`src/llsf_pkg.sv`:
```
// shared types and constants for the least-squares line fit unit
// used by the controller, datapath, divider and top level

package llsf_pkg;

  localparam int unsigned MAX_POINTS_DEF = 64;
  localparam logic [31:0] FIT_SCALE = 32'd1000;
  localparam int unsigned DIV_STEPS = 32;
  localparam int unsigned DIV_CW = $clog2(DIV_STEPS + 1);

  typedef enum logic [1:0] {
    FIT_OK,
    FIT_TOO_FEW,
    FIT_DEN_ZERO,
    FIT_TOO_MANY
  } fit_status_t;

  typedef enum logic [4:0] {
    S_IDLE,
    S_MXX,
    S_MXY,
    S_ACC,
    S_CHECK,
    S_NSXX,
    S_SXSX,
    S_NSXY,
    S_SXSY,
    S_NUM,
    S_SCALE,
    S_DIVS,
    S_DWAIT,
    S_SLOPE,
    S_ASX,
    S_SY1K,
    S_ICN,
    S_DIVI,
    S_IWAIT,
    S_ICPT,
    S_OUT
  } fsm_state_t;

  typedef enum logic [4:0] {
    OP_NONE,
    OP_LOAD,
    OP_MXX,
    OP_MXY,
    OP_ACC,
    OP_NSXX,
    OP_SXSX,
    OP_NSXY,
    OP_SXSY,
    OP_NUM,
    OP_SCALE,
    OP_DIVS,
    OP_SLOPE,
    OP_ASX,
    OP_SY1K,
    OP_ICN,
    OP_DIVI,
    OP_ICPT,
    OP_OUT
  } dp_op_t;

  typedef struct packed {
    logic is_last;
    logic overflowed;
    logic too_few;
    logic den_zero;
    logic div_busy;
    logic out_free;
  } dp_status_t;

endpackage

```
`src/llsf_div.sv`:
```
// iterative signed 32-bit divider, one quotient bit per cycle, truncating toward zero
// depends on llsf_pkg

module llsf_div import llsf_pkg::*; (
  input  logic        clk,
  input  logic        rst,
  input  logic        start,
  input  logic [31:0] num,
  input  logic [31:0] den,
  output logic        busy,
  output logic [31:0] quotient
);

  logic [31:0]       rem;
  logic [31:0]       quo;
  logic [31:0]       dvs;
  logic              neg;
  logic [DIV_CW-1:0] cnt;

  logic [32:0] rem_sh;
  logic        ge;
  logic [31:0] diff;

  // remainder stays below the divisor, so the difference fits in 32 bits
  always_comb begin
    rem_sh = {rem, quo[31]};
    ge     = rem_sh >= {1'b0, dvs};
    diff   = rem_sh[31:0] - dvs;
  end

  always_ff @(posedge clk) begin
    if (rst) begin
      busy <= 1'b0;
      cnt  <= '0;
    end else if (start) begin
      busy <= 1'b1;
      cnt  <= DIV_CW'(DIV_STEPS);
    end else if (busy) begin
      cnt <= cnt - 1'b1;
      if (cnt == DIV_CW'(1)) begin
        busy <= 1'b0;
      end
    end
  end

  always_ff @(posedge clk) begin
    if (start) begin
      // magnitudes; the most negative value keeps its bit pattern
      rem <= '0;
      quo <= num[31] ? 32'd0 - num : num;
      dvs <= den[31] ? 32'd0 - den : den;
      neg <= num[31] ^ den[31];
    end else if (busy) begin
      rem <= ge ? diff : rem_sh[31:0];
      quo <= {quo[30:0], ge};
    end
  end

  assign quotient = neg ? 32'd0 - quo : quo;

  a_start_busy: assert property (@(posedge clk) disable iff (rst) start |=> busy)
    else $error("divider not busy after start");
  a_last_step: assert property (@(posedge clk) disable iff (rst)
    (busy && !start && cnt == DIV_CW'(1)) |=> !busy)
    else $error("divider ran past its last step");

endmodule

```
`src/llsf_ctrl.sv`:
```
// sequencer for the line fit: point accumulation steps and the fit sequence
// depends on llsf_pkg; drives llsf_dp through an op code

module llsf_ctrl import llsf_pkg::*; (
  input  logic       clk,
  input  logic       rst,
  input  logic       in_valid,
  output logic       in_ready,
  input  dp_status_t status,
  output dp_op_t     op
);

  fsm_state_t state;
  fsm_state_t state_next;

  always_ff @(posedge clk) begin
    if (rst) begin
      state <= S_IDLE;
    end else begin
      state <= state_next;
    end
  end

  always_comb begin
    state_next = state;
    case (state)
      S_IDLE:  if (in_valid) state_next = S_MXX;
      S_MXX:   state_next = S_MXY;
      S_MXY:   state_next = S_ACC;
      S_ACC:   state_next = status.is_last ? S_CHECK : S_IDLE;
      S_CHECK: state_next = (status.overflowed || status.too_few) ? S_OUT : S_NSXX;
      S_NSXX:  state_next = S_SXSX;
      S_SXSX:  state_next = S_NSXY;
      S_NSXY:  state_next = S_SXSY;
      S_SXSY:  state_next = status.den_zero ? S_OUT : S_NUM;
      S_NUM:   state_next = S_SCALE;
      S_SCALE: state_next = S_DIVS;
      S_DIVS:  state_next = S_DWAIT;
      S_DWAIT: if (!status.div_busy) state_next = S_SLOPE;
      S_SLOPE: state_next = S_ASX;
      S_ASX:   state_next = S_SY1K;
      S_SY1K:  state_next = S_ICN;
      S_ICN:   state_next = S_DIVI;
      S_DIVI:  state_next = S_IWAIT;
      S_IWAIT: if (!status.div_busy) state_next = S_ICPT;
      S_ICPT:  state_next = S_OUT;
      S_OUT:   if (status.out_free) state_next = S_IDLE;
      default: state_next = S_IDLE;
    endcase
  end

  always_comb begin
    in_ready = 1'b0;
    op       = OP_NONE;
    case (state)
      S_IDLE: begin
        in_ready = 1'b1;
        if (in_valid) op = OP_LOAD;
      end
      S_MXX:   op = OP_MXX;
      S_MXY:   op = OP_MXY;
      S_ACC:   op = OP_ACC;
      S_NSXX:  op = OP_NSXX;
      S_SXSX:  op = OP_SXSX;
      S_NSXY:  op = OP_NSXY;
      S_SXSY:  op = OP_SXSY;
      S_NUM:   op = OP_NUM;
      S_SCALE: op = OP_SCALE;
      S_DIVS:  op = OP_DIVS;
      S_SLOPE: op = OP_SLOPE;
      S_ASX:   op = OP_ASX;
      S_SY1K:  op = OP_SY1K;
      S_ICN:   op = OP_ICN;
      S_DIVI:  op = OP_DIVI;
      S_ICPT:  op = OP_ICPT;
      S_OUT:   if (status.out_free) op = OP_OUT;
      default: op = OP_NONE;
    endcase
  end

  a_slope_after_div: assert property (@(posedge clk) disable iff (rst)
    (state == S_DWAIT && !status.div_busy) |=> state == S_SLOPE)
    else $error("slope step missed after division");

endmodule

```
`src/llsf_dp.sv`:
```
// datapath: running sums, shared 32x32 multiplier, divider and output register
// depends on llsf_pkg and llsf_div

module llsf_dp import llsf_pkg::*; #(
  parameter int unsigned MAX_POINTS = MAX_POINTS_DEF
) (
  input  logic               clk,
  input  logic               rst,
  input  dp_op_t             op,
  output dp_status_t         status,
  input  logic               cfg_valid,
  input  logic               cfg_data,
  input  logic signed [31:0] x_value,
  input  logic signed [31:0] y_value,
  input  logic               last_point,
  output logic               out_valid,
  input  logic               out_ready,
  output logic signed [31:0] slope_scaled,
  output logic signed [31:0] intercept_scaled,
  output logic [1:0]         fit_status,
  output logic [6:0]         points_used
);

  localparam int unsigned CW = $clog2(MAX_POINTS + 1);

  logic          x_from_index;
  logic [31:0]   sum_x;
  logic [31:0]   sum_y;
  logic [31:0]   sum_xx;
  logic [31:0]   sum_xy;
  logic [CW-1:0] count;
  logic          overflowed;

  logic [31:0] x_reg;
  logic [31:0] y_reg;
  logic        last_reg;
  logic        keep;
  logic [31:0] prod;
  logic [31:0] tmp;
  logic [31:0] den;
  logic [31:0] slope;
  logic [31:0] icpt;

  logic [31:0] n32;
  logic [31:0] mul_a;
  logic [31:0] mul_b;
  logic        mul_en;
  logic [31:0] mul_lo;

  logic        div_start;
  logic [31:0] div_num;
  logic [31:0] div_den;
  logic        div_busy;
  logic [31:0] div_q;

  fit_status_t status_next;

  assign n32 = 32'(count);

  // only the low word of each product is kept
  always_comb begin
    mul_a  = '0;
    mul_b  = '0;
    mul_en = 1'b1;
    case (op)
      OP_MXX:   begin mul_a = x_reg; mul_b = x_reg;     end
      OP_MXY:   begin mul_a = x_reg; mul_b = y_reg;     end
      OP_NSXX:  begin mul_a = n32;   mul_b = sum_xx;    end
      OP_SXSX:  begin mul_a = sum_x; mul_b = sum_x;     end
      OP_NSXY:  begin mul_a = n32;   mul_b = sum_xy;    end
      OP_SXSY:  begin mul_a = sum_x; mul_b = sum_y;     end
      OP_SCALE: begin mul_a = tmp;   mul_b = FIT_SCALE; end
      OP_ASX:   begin mul_a = slope; mul_b = sum_x;     end
      OP_SY1K:  begin mul_a = sum_y; mul_b = FIT_SCALE; end
      default:  mul_en = 1'b0;
    endcase
    mul_lo = mul_a * mul_b;
  end

  always_ff @(posedge clk) begin
    if (mul_en) begin
      prod <= mul_lo;
    end
  end

  always_ff @(posedge clk) begin
    if (rst) begin
      x_from_index <= 1'b0;
    end else if (cfg_valid) begin
      x_from_index <= cfg_data;
    end
  end

  // sums and count, cleared once a result is handed to the output register
  always_ff @(posedge clk) begin
    if (rst || op == OP_OUT) begin
      sum_x      <= '0;
      sum_y      <= '0;
      sum_xx     <= '0;
      sum_xy     <= '0;
      count      <= '0;
      overflowed <= 1'b0;
    end else begin
      case (op)
        OP_MXY: if (keep) sum_xx <= sum_xx + prod;
        OP_ACC: begin
          if (keep) begin
            sum_xy <= sum_xy + prod;
            sum_x  <= sum_x + x_reg;
            sum_y  <= sum_y + y_reg;
            count  <= count + 1'b1;
          end else begin
            overflowed <= 1'b1;
          end
        end
        default: ;
      endcase
    end
  end

  always_ff @(posedge clk) begin
    case (op)
      OP_LOAD: begin
        x_reg    <= x_from_index ? n32 : $unsigned(x_value);
        y_reg    <= $unsigned(y_value);
        last_reg <= last_point;
        keep     <= count < CW'(MAX_POINTS);
      end
      OP_SXSX: tmp   <= prod;
      OP_NSXY: den   <= tmp - prod;
      OP_SXSY: tmp   <= prod;
      OP_NUM:  tmp   <= tmp - prod;
      OP_SLOPE: slope <= div_q;
      OP_SY1K: tmp   <= prod;
      OP_ICN:  tmp   <= prod - tmp;
      OP_ICPT: icpt  <= div_q;
      default: ;
    endcase
  end

  assign div_start = (op == OP_DIVS) || (op == OP_DIVI);
  assign div_num   = (op == OP_DIVS) ? prod : tmp;
  assign div_den   = (op == OP_DIVS) ? den : n32;

  llsf_div u_div (
    .clk      (clk),
    .rst      (rst),
    .start    (div_start),
    .num      (div_num),
    .den      (div_den),
    .busy     (div_busy),
    .quotient (div_q)
  );

  // den is only looked at when the fit got as far as computing it
  always_comb begin
    if (overflowed) begin
      status_next = FIT_TOO_MANY;
    end else if (count < CW'(2)) begin
      status_next = FIT_TOO_FEW;
    end else if (den == '0) begin
      status_next = FIT_DEN_ZERO;
    end else begin
      status_next = FIT_OK;
    end
  end

  always_ff @(posedge clk) begin
    if (rst) begin
      out_valid <= 1'b0;
    end else if (op == OP_OUT) begin
      out_valid <= 1'b1;
    end else if (out_ready) begin
      out_valid <= 1'b0;
    end
  end

  always_ff @(posedge clk) begin
    if (op == OP_OUT) begin
      slope_scaled     <= (status_next == FIT_OK) ? $signed(slope) : '0;
      intercept_scaled <= (status_next == FIT_OK) ? $signed(icpt) : '0;
      fit_status       <= status_next;
      points_used      <= 7'(count);
    end
  end

  always_comb begin
    status.is_last    = last_reg;
    status.overflowed = overflowed;
    status.too_few    = count < CW'(2);
    status.den_zero   = den == '0;
    status.div_busy   = div_busy;
    status.out_free   = !out_valid || out_ready;
  end

  a_ovf_full: assert property (@(posedge clk) disable iff (rst)
    overflowed |-> count == CW'(MAX_POINTS))
    else $error("count overflow flagged before the point limit");

endmodule

```
`src/linear_least_squares_fit_unit.sv`:
```
// Streaming least-squares line fit. Points (x, y) are taken one at a time and
// folded into wrapping 32-bit sums of x, y, x*x and x*y through one shared
// 32x32 multiplier, so a new point is taken only once the last one is folded in.
// On the item marked last_point the unit forms slope*1000 and intercept*1000
// with two passes of a one-bit-per-cycle divider; the fit goes straight to the
// output step when the status is set early by too many or too few points or by
// a zero denominator, and it waits for the output register to free.
// The result sits in an output register, so the next point set may start while
// it waits. x_from_index set to 1 uses the point's index within the set as x.
// Points beyond MAX_POINTS are dropped.
// depends on llsf_pkg, llsf_ctrl, llsf_dp

module linear_least_squares_fit_unit import llsf_pkg::*; #(
  parameter int unsigned MAX_POINTS = MAX_POINTS_DEF
) (
  input  logic               clk,
  input  logic               rst,
  input  logic               cfg_valid,
  output logic               cfg_ready,
  input  logic               cfg_data,
  input  logic               in_valid,
  output logic               in_ready,
  input  logic signed [31:0] x_value,
  input  logic signed [31:0] y_value,
  input  logic               last_point,
  output logic               out_valid,
  input  logic               out_ready,
  output logic signed [31:0] slope_scaled,
  output logic signed [31:0] intercept_scaled,
  output logic [1:0]         fit_status,
  output logic [6:0]         points_used
);

  dp_op_t     op;
  dp_status_t status;

  assign cfg_ready = 1'b1;

  llsf_ctrl u_ctrl (
    .clk      (clk),
    .rst      (rst),
    .in_valid (in_valid),
    .in_ready (in_ready),
    .status   (status),
    .op       (op)
  );

  llsf_dp #(
    .MAX_POINTS (MAX_POINTS)
  ) u_dp (
    .clk              (clk),
    .rst              (rst),
    .op               (op),
    .status           (status),
    .cfg_valid        (cfg_valid),
    .cfg_data         (cfg_data),
    .x_value          (x_value),
    .y_value          (y_value),
    .last_point       (last_point),
    .out_valid        (out_valid),
    .out_ready        (out_ready),
    .slope_scaled     (slope_scaled),
    .intercept_scaled (intercept_scaled),
    .fit_status       (fit_status),
    .points_used      (points_used)
  );

endmodule

```
`config.mk`:
```
export PLATFORM = sky130hd
export DESIGN_NAME = linear_least_squares_fit_unit
export DESIGN_NICKNAME = d
export VERILOG_FILES = /design/src/llsf_pkg.sv /design/src/llsf_div.sv /design/src/llsf_ctrl.sv /design/src/llsf_dp.sv /design/src/linear_least_squares_fit_unit.sv
export SDC_FILE = /design/constraint.sdc
export NUM_CORES = 2
export LEC_CHECK = 0
export ABC_AREA = 1
export BUFFER_PORTS_ARGS = -buffer_cell sky130_fd_sc_hd__buf_4
export CORE_MARGIN = 1.5
export CORE_UTILIZATION = 50
export CTS_CLUSTER_DIAMETER = 200
export DETAILED_ROUTE_END_ITERATION = 10
export PLACE_DENSITY = 0.65
export RECOVER_POWER = 50
export REMOVE_ABC_BUFFERS = 1
export SYNTH_ARGS = -nofsm -noshare
export SYNTH_HDL_FRONTEND = slang
export SYNTH_HIERARCHICAL = 1
export SYNTH_SLANG_ARGS = --single-unit
```
`constraint.sdc`:
```
create_clock -name clk -period 21.2 [get_ports clk]
set_input_delay 1.06 -clock clk [delete_from_list [all_inputs] [get_ports clk]]
set_output_delay 1.06 -clock clk [all_outputs]
set_load 0.01 [all_outputs]
```
-- Word-level counts from Yosys, hierarchy flattened
Cells that the tools add are included.
- add/sub/neg operators: 12
- multipliers: 1
- divide/modulo/power cells: 0
- order comparisons: 3
- equality and inequality tests: 43
- shift operators: 0
- mux-type cells: 35
- bitwise gates (word level): 2
- reduce and logical (&&, ||, !) cells: 23
- operators with widths (kind ; number):
    32-bit two-way mux ; 7
    32-bit case mux with 7 select lines ; 1
    32-bit case mux with 6 select lines ; 1
    32-bit adder ; 4
    5-bit case mux with 21 select lines ; 1
    32-bit case mux with 3 select lines ; 1
    1-bit by 32-bit subtractor with 32-bit output, first input constant ; 3
    32-bit subtractor ; 3
    5-bit case mux with 18 select lines ; 1
    5-bit by 4-bit == test with 1-bit output, second input constant ; 16
    5-bit by 3-bit == test with 1-bit output, second input constant ; 8
    5-bit == test, second input constant ; 8
    5-bit two-way mux ; 7
    33-bit by 32-bit greater-or-equal comparator with 1-bit output ; 1
    32-bit logical NOT ; 1
    32-bit by 32-bit multiplier with 32-bit output ; 1
    31-bit two-way mux ; 1
    5-bit by 2-bit == test with 1-bit output, second input constant ; 4
    6-bit two-way mux ; 2
    2-bit OR reduction ; 6
    5-bit by 1-bit == test with 1-bit output, second input constant ; 2
    9-bit OR reduction ; 1
    1-bit two-way mux ; 8
    2-bit != test, second input constant ; 4
    19 further kinds ; 27
- bits in registers: 546
- latch bits: 0
- memory bits (writable): 0
- ROM bits: 0
- input bits: 71
- output and inout port bits: 76
- logic and storage cells: 150
- memories: 0

-- Longest topological paths before layout
- word-level depth: 9
- depth in mapped cells: 51
- depth with buffers taken out: 47

-- Modules after synthesis
The synthesis kept the hierarchy.
- modules (own cells, without submodules) (module ; times used ; cells each ; area each (sq um) ; seq. area each (sq um)):
    llsf_dp ; 1 ; 5696 ; 44197.4 ; 11741.3
    llsf_div ; 1 ; 1432 ; 9210.1 ; 2732.6
    llsf_ctrl ; 1 ; 123 ; 643.1 ; 100.1
    linear_least_squares_fit_unit ; 1 ; 2 ; 11.3 ; 0.0

-- Worst setup path before layout
Ideal clock, no wire load.
- path type: input to register
- from: input out_ready
- to: register u_dp.prod[25], data pin
- library setup time: 0.265 ns
- arrival time: 8.943 ns
- required time: 20.935 ns
- setup slack: 11.992 ns
- stages on the path: 37
- buffers on the path: 3
- cells stage by stage: inv_1 nand2_1 inv_1 nor4_1 inv_1 nand4_1 nand3_1 nor2_2 buf_2 a22oi_1 nand3_1 buf_2 inv_1 clkbuf_1 nor2_1 fa_1 inv_1 fa_1 fa_1 fa_1 inv_1 fa_1 inv_1 fa_1 inv_1 fa_1 fa_1 ha_1 nand2_1 nor2_1 inv_1 nor3_1 a21oi_1 o21ai_0 nand4_1 o211ai_1 xor2_1
- RTL lines (element ; RTL line ; source):
    start, declared ; linear_least_squares_fit_unit.sv:27 ; input logic out_ready,
    end signal, assigned ; llsf_dp.sv:82 ; prod <= mul_lo;
    end, declared ; llsf_dp.sv:38 ; logic [31:0] prod;

-- Worst setup path after layout
- from: register u_ctrl.state[4]
- to: register u_dp.prod[30], data pin
- cells in the longest elaborated chain, start to end: 6
- elaborated cells on any way between the ends: 36
- classes of those cells: 1 x mul; 26 x eq/ne; 3 x mux; 6 x reduce/logical
- ends and longest elaborated chain (element ; RTL line ; source):
    start, declared ; llsf_ctrl.sv:13 ; fsm_state_t state;
    start signal, assigned ; llsf_ctrl.sv:20 ; state <= state_next;
    5-bit == test, or another cell as far along ; llsf_ctrl.sv:55 ; case (state)
    5-bit case mux with 18 select lines * ; llsf_ctrl.sv:55 ;
    net op[0] ; linear_least_squares_fit_unit.sv:34 ; dp_op_t op;
    5-bit by 4-bit == test with 1-bit output, or another cell as far along ; llsf_dp.sv:65 ; case (op)
    2-bit OR reduction (no source line) ; n/a ;
    32-bit case mux with 7 select lines or 32-bit case mux with 6 select lines (tied branches) ; llsf_dp.sv:65 ;
    32-bit by 32-bit multiplier with 32-bit output * ; llsf_dp.sv:77 ; mul_lo = mul_a * mul_b;
    net u_dp.mul_lo[30] ; llsf_dp.sv:48 ; logic [31:0] mul_lo;
The timed path passes the listed nets; every way through them passes the cells marked *.
A chain may end at the register's enable or synchronous reset.

==> flow_summary_export.csv <==
group,metric,value,unit
outcome,outcome,"complete, but fails checks",
outcome,violations,"max-capacitance violations, max-slew violations",
sta,tns,0,ps
critical_path,cp-start-kind,"flip-flop",
critical_path,cp.required,21600,ps
placement,numPortBuffers,145,
synth,ys_top_cells_by_area,"edfxtp_1 (20%), fa_1 (15%), nand2_1 (11%)",
detailed_routing,vias,50060,
detailed_routing,drt-vias-per-instance,5.70,
die,die_x,332,um
sta,final-max-slew-violation-count,438,
global_routing,grt_pass1_wl,303,mm
sta,setup_viol,0,
clock_network,cts_tree,"built",
die,die_h,332,um
clock_network,cts_inserted_buffers,68,
power,cellPowerDensity,124,mW/mm2
sta,fmax,0.0775,GHz
cells_and_area,stdcell_count,8777,
synth,ys_seq_area_share,27.0,%
critical_path,arrival,13310,ps
sta,rsz0062_at_grt,"false",
critical_path,path_class,"flip-flop to flip-flop",
sta,worst_slack,8290,ps
global_routing,antenna_found_initial,4,
synth,avgSynthCellArea,7.45,um2
sta,tightest_slew,3960,ps
die,io_pins,147,
clock_network,clock-sinks,546,
synth,synth_edf_count,364,
synth,synth_top_cell_area_share,20.2,%
synth,ys_async_sr_fraction,0,%
sta,period_needed,12910,ps
clock_network,cts.clk_slew.worst_paths,60,ps
clock_network,cts_resized,0,
clock_network,clk_latency,680,ps
power,ir_worst_vdd,0.212,mV
clock_network,cts_setup_buffers,0,
global_routing,grt_max_degree,83,
critical_path,crit_family,"adder cells",
detailed_routing,ant_nets,0,
sta,max_slew_margin,-164,%
cells_and_area,antenna_cells,0,
sta,finalCritPeriodShare,60.9,%
synth,ys.flop_type,"edfxtp_1",
critical_path,critical_path_buf_inv_count,8,
critical_path,max_stage_delay,2390,ps
cells_and_area,fin_nets,8152,
clock_network,holdBufCountCts,0,
detailed_routing,finalWirelength,207,mm
global_routing,grt_overflow,0,
power,p_leak,28.7,nW
critical_path,critPathSlowestCell,"clkbuf_1",
sta,skew,42.1,ps
synth,synth_cell_types,64,
critical_path,critPathMaxFanout,58,
run,max-cap-violations,10,
synth,syn_inst,7253,
clock_network,cts_root_buffer,"clkbuf_16",
die,core,0.107,mm2
die,start_util,50.4,%
sta,whs,471,ps
placement,gp_congestion,1.07,
critical_path,crit_top_cell,"fa_1",
synth,syn_area,0.0541,mm2
power,total_power,7.28,mW
die,die_area,0.110,mm2
die,row_count,120,
detailed_routing,drtIter0Drc,5146,
clock_network,htreeDepth,3,
clock_network,cts_max_path_buffers,3,
worst_hold_path,min-delay-path-class,"flip-flop to flip-flop",
sta,hold_viol,0,
synth,ys_ff_latch,546,
cells_and_area,drive_gt1_share,4.41,%
placement,dp_cells,8652,
placement,dpl_worst_slack,9170,ps
synth,synth_warnings,6,
critical_path,crit_path_end_kind,"flip-flop",
detailed_routing,drc,0,
cells_and_area,fillerInstances,10500,
cells_and_area,syn2layout_area_growth,8.27,%
global_routing,grt_pass1_vias,48121,
placement,dp_hpwl,166,mm
global_routing,grt_use_total,37.0,%
detailed_routing,routedWlPerCell,23.5,um
detailed_routing,dr.pass1.iters,6,
synth,yosysTopAreaCell,"edfxtp_1",
-- metrics by stage --
step           util, %  area (um2)
6_report          54.6       58500
5_1_grt           54.6       58500
4_1_cts           55.0       58900
3_5_place_dp      52.8       56600
3_3_place_gp      52.8       56600
2_1_floorplan        -       53200
-- power by group --
| group | internal [mW] | switching (mW) | leakage [nW] | total, mW |
|---|---|---|---|---|
| registers | 1.40 | 0.279 | 4.79 | 1.68 |
| clock network | 0.706 | 0.513 | 1.13 | 1.22 |
| logic | 1.38 | 3.00 | 22.7 | 4.38 |
| total | 3.49 | 3.79 | 28.7 | 7.28 |
-- worst reg2reg max path, delay by kind of cell, from the launching register on --
family                   cells  cell delay (ps)
flip-flops                   1              420
adder cells (fa/ha/maj)      9             4330
AND/OR/NAND/NOR             14             3120
AO/OA/AOI/OAI                4             1280
XOR/XNOR                     1              180
buffers and inverters        8             3340
-- cell type report --
type	count	area [um2]	area share, %
clock buffers	89	1820	3.11
clock inverters	36	512	0.874
inverters	1458	5470	9.35
multi-input cells	5036	33200	56.7
flip-flops and latches	546	14600	24.9
well taps	1403	1760	3.00
repair buffers	209	1200	2.05
-- synthesized netlist by cell type (8+ instances only) --
| library cell | number |
|---|---|
| a21o_1 | 12 |
| inv_1 | 1422 |
| o21bai_1 | 47 |
| xnor2_1 | 88 |
| nor2_1 | 846 |
| nand2_1 | 1521 |
| o22ai_1 | 23 |
| clkbuf_1 | 162 |
| a21boi_0 | 15 |
| nand2_2 | 14 |
| o211ai_1 | 63 |
| nor3_1 | 61 |
| nand3_1 | 257 |
| a31oi_1 | 18 |
| a221oi_1 | 14 |
| fa_1 | 415 |
| o221ai_1 | 21 |
| edfxtp_1 | 364 |
| or2_2 | 8 |
| nand3b_1 | 35 |
| inv_2 | 24 |
| dfxtp_1 | 182 |
| o21ai_0 | 401 |
| ha_1 | 347 |
| o21a_1 | 20 |
| nand4_1 | 58 |
| nor2_2 | 25 |
| nor4_1 | 27 |
| a21oi_1 | 433 |
| buf_4 | 11 |
| buf_2 | 30 |
| xor2_1 | 165 |
| clkinv_1 | 12 |
| o21ai_1 | 37 |
-- cells in the final DEF (no fill, tap or decap), types with 16 or more instances in the layout --
cell type / n
clkbuf_16: 68
o221ai_1: 21
xnor2_1: 88
nor3_1: 57
dfxtp_1: 182
buf_4: 91
a31oi_1: 18
inv_1: 1424
clkinv_1: 16
ha_1: 347
nor2_2: 32
o211ai_1: 63
o21ai_0: 401
o22ai_1: 23
o21ai_1: 36
inv_2: 24
o21a_1: 20
clkbuf_1: 115
nand4_1: 58
nor2_1: 835
clkbuf_4: 20
nand3_1: 256
fa_1: 415
o21bai_1: 47
edfxtp_1: 364
nor4_1: 27
nand3b_1: 35
xor2_1: 165
nand2_1: 1521
a21oi_1: 433
-- cells by family after synthesis --
group                    after synthesis  share of synthesized area, %
AND/OR/NAND/NOR                     2882                          21.9
buffers and inverters               1671                          11.8
AO/OA/AOI/OAI                       1137                          11.8
adder cells (fa/ha/maj)              762                          23.4
flip-flops                           546                          27.0
XOR/XNOR                             253                          4.10
other                                  1                       0.00694
multiplexers                           1                        0.0185
-- layer usage --
metal / vias to the layer above / global-route usage [%] / wire length (um)
met2: 2473 / 58.3 / 91200
met4: 6 / 23.0 / 15600
met3: 592 / 7.86 / 19200
li1: 23038 / - / -
met1: 23951 / 46.5 / 80700
met5: - / 0 / 38
-- final timing paths --
kind,start,end,slack (ps),cells past startpoint
min,u_dp/u_div/rem[18]$_SDFFE_PP0P_,u_dp/u_div/rem[18]$_SDFFE_PP0P_,470,2
min reg2reg,u_dp/u_div/rem[18]$_SDFFE_PP0P_,u_dp/u_div/rem[18]$_SDFFE_PP0P_,470,2
max reg2reg,u_ctrl/state[4]$_SDFFE_PP0P_,u_dp/prod[30]$_DFFE_PP_,8290,36
max,u_ctrl/state[4]$_SDFFE_PP0P_,u_dp/prod[30]$_DFFE_PP_,8290,36
(Power assumes the default switching activity.)
